### config.mk
export PLATFORM = sky130hd
export DESIGN_NAME = dual_pia_with_keyboard_matrix_unit
export DESIGN_NICKNAME = d
export VERILOG_FILES = /design/src/hw/rtl/dpkm_pkg.sv /design/src/hw/rtl/dpkm_ctrl.sv /design/src/hw/rtl/dpkm_datapath.sv /design/src/hw/rtl/dual_pia_with_keyboard_matrix_unit.sv
export SDC_FILE = /design/constraint.sdc
export NUM_CORES = 1
export LEC_CHECK = 0
export BUFFER_PORTS_ARGS = -buffer_cell sky130_fd_sc_hd__buf_2
export CAP_MARGIN = 5
export CORE_ASPECT_RATIO = 1.2
export CORE_UTILIZATION = 50
export CTS_BUF_LIST = sky130_fd_sc_hd__clkbuf_4
export DETAILED_ROUTE_END_ITERATION = 8
export GPL_TIMING_DRIVEN = 0
export PLACE_DENSITY = 0.67
export SKIP_LAST_GASP = 1
export SYNTH_ARGS = -nofsm -noshare
export SYNTH_HDL_FRONTEND = slang
export SYNTH_SLANG_ARGS = --single-unit
### constraint.sdc
create_clock -name clock -period 3.28 [get_ports clock]
set_input_delay 0.328 -clock clock [delete_from_list [all_inputs] [get_ports clock]]
set_output_delay 0.328 -clock clock [all_outputs]
set_load 0.01 [all_outputs]
### src/hw/rtl/dpkm_pkg.sv
// Shared types, codes and address decode for the dual adapter keyboard block.
`timescale 1ns / 1ps
`default_nettype none
package dpkm_pkg;

   localparam logic [1:0] OP_BUS_READ  = 2'd0;
   localparam logic [1:0] OP_BUS_WRITE = 2'd1;
   localparam logic [1:0] OP_SET_KEY   = 2'd2;
   localparam logic [1:0] OP_SCAN      = 2'd3;

   localparam logic [15:0] ADDR_PIA1_A = 16'hFF00;
   localparam logic [15:0] ADDR_PIA1_B = 16'hFF02;
   localparam logic [15:0] ADDR_PIA2_A = 16'hFF20;
   localparam logic [15:0] ADDR_PIA2_B = 16'hFF22;

   localparam logic [1:0] PORT_PIA1_A = 2'd0;
   localparam logic [1:0] PORT_PIA1_B = 2'd1;
   localparam logic [1:0] PORT_PIA2_A = 2'd2;
   localparam logic [1:0] PORT_PIA2_B = 2'd3;

   localparam int CTRL_DATA_SELECT = 2;
   localparam int PORT_COUNT = 4;
   localparam int MATRIX_SIZE = 8;

   typedef struct packed {
      logic load;
      logic execute;
   } dpkm_cmd_type;

   typedef struct packed {
      logic       hit;
      logic [1:0] port;
      logic       is_control;
   } dpkm_decode_type;

   function automatic dpkm_decode_type decode_address(input logic [15:0] address);
      dpkm_decode_type d;
      d.hit = 1'b1;
      d.is_control = address[0];
      if (address[15:1] == ADDR_PIA1_A[15:1]) begin
         d.port = PORT_PIA1_A;
      end else if (address[15:1] == ADDR_PIA1_B[15:1]) begin
         d.port = PORT_PIA1_B;
      end else if (address[15:1] == ADDR_PIA2_A[15:1]) begin
         d.port = PORT_PIA2_A;
      end else if (address[15:1] == ADDR_PIA2_B[15:1]) begin
         d.port = PORT_PIA2_B;
      end else begin
         d.port = PORT_PIA1_A;
         d.hit = 1'b0;
      end
      return d;
   endfunction

endpackage
`default_nettype wire

### src/hw/rtl/dpkm_ctrl.sv
// Controller state machine that sequences each request through the datapath.
`timescale 1ns / 1ps
`default_nettype none
module dpkm_ctrl (
   input  wire logic                  clock,
   input  wire logic                  reset,
   input  wire logic                  start,
   output logic                       busy,
   output logic                       rsp_strobe,
   output dpkm_pkg::dpkm_cmd_type     cmd
);

   localparam logic [1:0] ST_IDLE = 2'd0;
   localparam logic [1:0] ST_EXEC = 2'd1;
   localparam logic [1:0] ST_DONE = 2'd2;

   logic [1:0] state_ff;
   logic [1:0] state_in;

   always_comb begin
      state_in = state_ff;
      cmd.load = 1'b0;
      cmd.execute = 1'b0;
      unique case (state_ff)
         ST_IDLE: begin
            if (start) begin
               cmd.load = 1'b1;
               state_in = ST_EXEC;
            end
         end
         ST_EXEC: begin
            cmd.execute = 1'b1;
            state_in = ST_DONE;
         end
         ST_DONE: begin
            if (start) begin
               cmd.load = 1'b1;
               state_in = ST_EXEC;
            end else begin
               state_in = ST_IDLE;
            end
         end
         default: begin
            state_in = ST_IDLE;
         end
      endcase
   end

   always_ff @(posedge clock) begin
      if (reset) begin
         state_ff <= ST_IDLE;
      end else begin
         state_ff <= state_in;
      end
   end

   assign busy = (state_ff == ST_EXEC);
   assign rsp_strobe = (state_ff == ST_DONE);

endmodule
`default_nettype wire

### src/hw/rtl/dpkm_datapath.sv
// Datapath with the port registers, key map, bus decode and matrix scan.
`timescale 1ns / 1ps
`default_nettype none
module dpkm_datapath #(
   parameter int KEY_COUNT = 56
) (
   input  wire logic                  clock,
   input  wire logic                  reset,
   input  wire dpkm_pkg::dpkm_cmd_type cmd,
   input  wire logic [1:0]            req_operation,
   input  wire logic [15:0]           req_address,
   input  wire logic [7:0]            req_write_data,
   input  wire logic [5:0]            req_key_index,
   input  wire logic                  req_key_pressed,
   output logic [7:0]                 rsp_read_data
);

   logic [1:0]  operation_ff;
   logic [15:0] address_ff;
   logic [7:0]  write_data_ff;
   logic [5:0]  key_index_ff;
   logic        key_pressed_ff;

   logic [7:0] port_data_ff [dpkm_pkg::PORT_COUNT];
   logic [7:0] port_direction_ff [dpkm_pkg::PORT_COUNT];
   logic [7:0] port_control_ff [dpkm_pkg::PORT_COUNT];
   logic [KEY_COUNT-1:0] key_down_ff;
   logic [7:0] result_ff;

   dpkm_pkg::dpkm_decode_type dec;
   logic [7:0] bus_value;
   logic [7:0] strobed;
   logic [7:0] rows;
   logic       bus_write_en;
   logic [1:0] write_port;
   logic       write_control;
   logic [7:0] write_value;

   always_comb begin
      dec = dpkm_pkg::decode_address(address_ff);
      if (!dec.hit) begin
         bus_value = 8'h00;
      end else if (dec.is_control) begin
         bus_value = port_control_ff[dec.port];
      end else if (port_control_ff[dec.port][dpkm_pkg::CTRL_DATA_SELECT]) begin
         bus_value = port_data_ff[dec.port];
      end else begin
         bus_value = port_direction_ff[dec.port];
      end
   end

   always_comb begin
      if (port_control_ff[dpkm_pkg::PORT_PIA1_B][dpkm_pkg::CTRL_DATA_SELECT]) begin
         strobed = ~port_data_ff[dpkm_pkg::PORT_PIA1_B];
      end else begin
         strobed = ~port_direction_ff[dpkm_pkg::PORT_PIA1_B];
      end
      rows = 8'hFF;
      for (int r = 0; r < dpkm_pkg::MATRIX_SIZE; r++) begin
         for (int c = 0; c < dpkm_pkg::MATRIX_SIZE; c++) begin
            if (r * dpkm_pkg::MATRIX_SIZE + c < KEY_COUNT) begin
               if (strobed[c] && key_down_ff[r * dpkm_pkg::MATRIX_SIZE + c]) begin
                  rows[r] = 1'b0;
               end
            end
         end
      end
   end

   always_comb begin
      bus_write_en = 1'b0;
      write_port = dec.port;
      write_control = dec.is_control;
      write_value = write_data_ff;
      if (cmd.execute) begin
         priority if (operation_ff == dpkm_pkg::OP_BUS_WRITE) begin
            bus_write_en = dec.hit;
         end else if (operation_ff == dpkm_pkg::OP_SCAN) begin
            bus_write_en = 1'b1;
            write_port = dpkm_pkg::PORT_PIA1_A;
            write_control = 1'b0;
            write_value = rows;
         end else begin
            bus_write_en = 1'b0;
         end
      end
   end

   always_ff @(posedge clock) begin
      if (cmd.load) begin
         operation_ff <= req_operation;
         address_ff <= req_address;
         write_data_ff <= req_write_data;
         key_index_ff <= req_key_index;
         key_pressed_ff <= req_key_pressed;
      end
      if (cmd.execute) begin
         result_ff <= (operation_ff == dpkm_pkg::OP_BUS_READ) ? bus_value : 8'h00;
      end
   end

   always_ff @(posedge clock) begin
      if (reset) begin
         for (int p = 0; p < dpkm_pkg::PORT_COUNT; p++) begin
            port_data_ff[p] <= 8'h00;
            port_direction_ff[p] <= 8'h00;
            port_control_ff[p] <= 8'h00;
         end
         key_down_ff <= '0;
      end else begin
         if (bus_write_en) begin
            if (write_control) begin
               port_control_ff[write_port] <= write_value;
            end else if (port_control_ff[write_port][dpkm_pkg::CTRL_DATA_SELECT]) begin
               port_data_ff[write_port] <= write_value;
            end else begin
               port_direction_ff[write_port] <= write_value;
            end
         end
         if (cmd.execute && operation_ff == dpkm_pkg::OP_SET_KEY) begin
            for (int k = 0; k < KEY_COUNT; k++) begin
               if (key_index_ff == k[5:0]) begin
                  key_down_ff[k] <= key_pressed_ff;
               end
            end
         end
      end
   end

   assign rsp_read_data = result_ff;

endmodule
`default_nettype wire

### src/hw/rtl/dual_pia_with_keyboard_matrix_unit.sv
// Top level of the dual adapter block with keyboard matrix scanning.
// A request accepted at one edge is executed in the next cycle by the datapath,
// and its result is strobed for one cycle in the cycle after that.
// The controller does not accept a new request while in its execute state;
// a new request may be accepted while the previous result is strobed.
// Synchronous reset clears all port registers and releases every key.
`timescale 1ns / 1ps
`default_nettype none
module dual_pia_with_keyboard_matrix_unit #(
   parameter int KEY_COUNT = 56
) (
   input  wire logic        clock,
   input  wire logic        reset,
   input  wire logic        start,
   output logic             busy,
   input  wire logic [1:0]  req_operation,
   input  wire logic [15:0] req_address,
   input  wire logic [7:0]  req_write_data,
   input  wire logic [5:0]  req_key_index,
   input  wire logic        req_key_pressed,
   output logic             rsp_strobe,
   output logic [7:0]       rsp_read_data
);

   dpkm_pkg::dpkm_cmd_type cmd;

   dpkm_ctrl u_ctrl (
      .clock      (clock),
      .reset      (reset),
      .start      (start),
      .busy       (busy),
      .rsp_strobe (rsp_strobe),
      .cmd        (cmd)
   );

   dpkm_datapath #(
      .KEY_COUNT (KEY_COUNT)
   ) u_datapath (
      .clock           (clock),
      .reset           (reset),
      .cmd             (cmd),
      .req_operation   (req_operation),
      .req_address     (req_address),
      .req_write_data  (req_write_data),
      .req_key_index   (req_key_index),
      .req_key_pressed (req_key_pressed),
      .rsp_read_data   (rsp_read_data)
   );

endmodule
`default_nettype wire

==> impl_metrics.toml <==
[sta]
hold_violations = 0
post-route-period-util_pct = 95.4
worstMarginPinSlew_ps = 1260
skew_ps = 23.6
relSlewSlack_pct = 15.3
setup_ws_ps = 149
setup_tns_ps = 0
min_period_ps = 3130
report.final.slew_viol_count = 0
rsz0062_at_grt = "no"
setup_viol_count_final = 0
fmax_ghz = 0.319

[status]
outcome = "complete, no violations"

[layout]
num-nets-final = 955
layout-drive-gt1-share_pct = 14.2
area_delta_synth_final_pct = 14.7
stdcell_count = 1153

[yosys]
syn_avg_cell_area_um2 = 11.0
netlist_area_mm2 = 0.00899
yosys.area.top_type_share_pct = 45.8
ys_warn_count = 0
synth.distinct_cells = 52
synth-edff-count = 137
synth.most_common_cell = "edfxtp_1"
yosysTopAreaCell = "edfxtp_1"
yosys-top-cells-area = "edfxtp_1 (46%), dfxtp_1 (13%), mux2i_1 (8.6%)"
synthFlopType = "edfxtp_1"
async_flop_share_pct = 0
postSynthCellCount = 820
synth.yosys.seq_area_share_pct = 58.7
ys_ff_latch = 195
synth_nets = 856
ys_top_cells_by_count = "edfxtp_1 (137), nor2_1 (120), nand2_1 (95)"

[routing]
viasPerCell = 5.86
drt-initial-drc-count = 432
drc = 0
wl_per_cell_um = 20.5
drt_pass1_iterations = 5
vias = 6759
ant_nets = 0
drt-total-wl_um = 23700

[grt]
grt.overflow.total = 0
grt_pass1_vias = 6666
grt_pass1_wl_um = 36400
track_usage_pct = 26.4
grt_antenna_before_repair = 1
grt_max_degree = 26

[pwr]
ir_worst_vdd_v = 0.000293
p_leak_nw = 3.87
power_density_mw_per_mm2 = 441

[floorplanning]
fp.coreArea_mm2 = 0.0176
start_util_pct = 51.2
design.die.area_mm2 = 0.0185
io_pins = 46
die_y_um = 149
die_width_um = 124
rows = 53

[worst_setup_path]
path_class = "flip-flop to flip-flop"
critPathMaxFanout = 10
cp.arrival_ps = 3470
crit-reg2reg-capture = "u_datapath.port_direction_ff[0][5]$_SDFFCE_PN0P_"
crit_path_start_kind = "flip-flop"
required_ps = 3620
regToRegSetupSlack_ps = 150
critPathCaptureType = "flip-flop"
reg2reg_depth = 7
reg2reg_from = "u_datapath.port_control_ff[1][2]$_SDFFCE_PN0P_"

[cts]
postCtsSetupRepairBufs = 0
cts.sinks = 195
cts_buffer_depth = 2
cts_tree = "built"
insertion_delay_ps = 610
cts_buffers = 17
clockRootBuffer = "clkbuf_4"
h-tree-depth = 4
clkTransAtPathRegs_ps = 160

[min_path]
worstHoldPathType = "primary input to flip-flop"
hold_depth = 3
hold_start = "start"
whs_endpoint = "u_ctrl.state_ff[0]$_SDFFE_PP0P_"

[placed_design]
gp_congestion = 0.925
io_buffer_count = 45
place_ws_ps = -366
dp.cells = 1087
post-dp-hpwl_um = 16500

[flow_run]
maxCapViolations = 0
power by group:
group          internal, mW  switching, mW  leakage, nW
logic                 0.118          0.233         1.84
registers              2.70         0.0350         1.86
clock network         0.623          0.838        0.170
through the flow:
| step | area [um2] | power (mW) | hold slack [ps] | util [%] |
|---|---|---|---|---|
| finish | 10300 | 4.55 | 144 | 58.7 |
| global route | 10300 | 4.69 | 119 | 58.7 |
| CTS | 10200 | 4.56 | 111 | 58.3 |
| detailed placement | 9530 | 3.09 | 450 | 54.2 |
| global placement | 9490 | 3.09 | 445 | 54.0 |
| floorplan | 8990 | 2.96 | 427 | - |
state kept, by name, summed over array words and instances, names as in the netlist:
signal	flops
u_ctrl.state_ff	2
u_datapath.write_data_ff	8
u_datapath.key_index_ff	6
u_datapath.port_direction_ff	32
u_datapath.key_down_ff	56
u_datapath.port_data_ff	32
u_datapath.key_pressed_ff	1
u_datapath.address_ff	16
u_datapath.operation_ff	2
u_datapath.port_control_ff	32
u_datapath.rsp_read_data	8
cell families (layout without fill, tap and decap cells):
group                  count (synthesis)  count (layout)  synth area share [%]
DFF                                  195             195                  58.7
AOI/OAI and AO/OA                    125             125                  10.2
muxes                                 80              80                  8.95
buffers and inverters                 78             190                  3.63
and+or+nand+nor                      342             342                  18.5
other                                  0               1                     0
what timing repair did:
item | 4_1_cts | 5_1_grt
resized for setup | 13 | 14
endpoints found under the setup margin | 99 | 67
hold buffers | 33 | 0
endpoints found under the hold margin | 33 | 0
layout make-up:
class	instances	area, um2
flip-flops and latches	195	5280
clock buffers	18	135
plain buffers	61	267
diodes	1	2.50
fillers	1491	7260
inverters	17	63.8
well taps	220	275
clock inverters	14	200
multi-input cells	547	3510
repair buffers	80	583
worst max path at each step:
stage	end	slack, ps	from
after global placement	u_datapath.port_control_ff[0][6]$_SDFFCE_PN0P_	-300	u_ctrl.state_ff[0]$_SDFFE_PP0P_
after CTS	u_datapath.port_direction_ff[3][6]$_DFFE_PP_	10	u_datapath.port_control_ff[1][2]$_SDFFCE_PN0P_
after floorplan	u_datapath.port_data_ff[0][0]$_SDFFCE_PN0P_	470	u_datapath.address_ff[2]$_DFFE_PP_
after detailed placement	u_datapath.port_control_ff[0][1]$_SDFFCE_PN0P_	-370	u_ctrl.state_ff[0]$_SDFFE_PP0P_
after global routing	u_datapath.port_control_ff[0][7]$_SDFFCE_PN0P_	10	u_datapath.address_ff[7]$_DFFE_PP_
final	u_datapath.port_direction_ff[0][5]$_SDFFCE_PN0P_	150	u_datapath.port_control_ff[1][2]$_SDFFCE_PN0P_
cell usage in the layout (no fill, tap or decap), types with 4 or more instances in the layout:
| master | count |
|---|---|
| o22ai_1 | 4 |
| nand2b_1 | 9 |
| nor3_1 | 34 |
| o21ai_0 | 12 |
| dfxtp_1 | 58 |
| buf_1 | 7 |
| a31oi_1 | 8 |
| a221oi_1 | 14 |
| a22o_1 | 15 |
| nand3_1 | 19 |
| clkbuf_1 | 38 |
| o41ai_1 | 14 |
| inv_1 | 17 |
| and3_1 | 6 |
| a311oi_1 | 6 |
| inv_6 | 4 |
| dlygate4sd3_1 | 33 |
| a21oi_1 | 21 |
| nand3b_1 | 4 |
| o211ai_1 | 14 |
| nor2_1 | 120 |
| edfxtp_1 | 137 |
| and2_1 | 7 |
| buf_2 | 54 |
| mux2i_4 | 5 |
| nand2_1 | 95 |
| clkbuf_4 | 18 |
| bufinv_16 | 4 |
| or3_1 | 7 |
| mux2i_1 | 70 |
| nor3_2 | 12 |
critical path, stage by stage (launching register included):
cell,delay (ps)
edfxtp_1,350
buf_2,410
mux2i_2,630
a22o_1,290
a221oi_1,70
a31oi_1,330
clkbuf_1,650
nor2_1,120
metal layers:
| metal | GRT usage, % | share of wire, % | vias to the layer above |
|---|---|---|---|
| met4 | 14.4 | 4.8 | 0 |
| li1 | - | - | 3213 |
| met5 | 0 | 0 | - |
| met3 | 4.84 | 4.7 | 65 |
| met1 | 29.9 | 39 | 3276 |
| met2 | 47.2 | 52 | 205 |
Note: power is estimated with default switching activity, not from simulation.
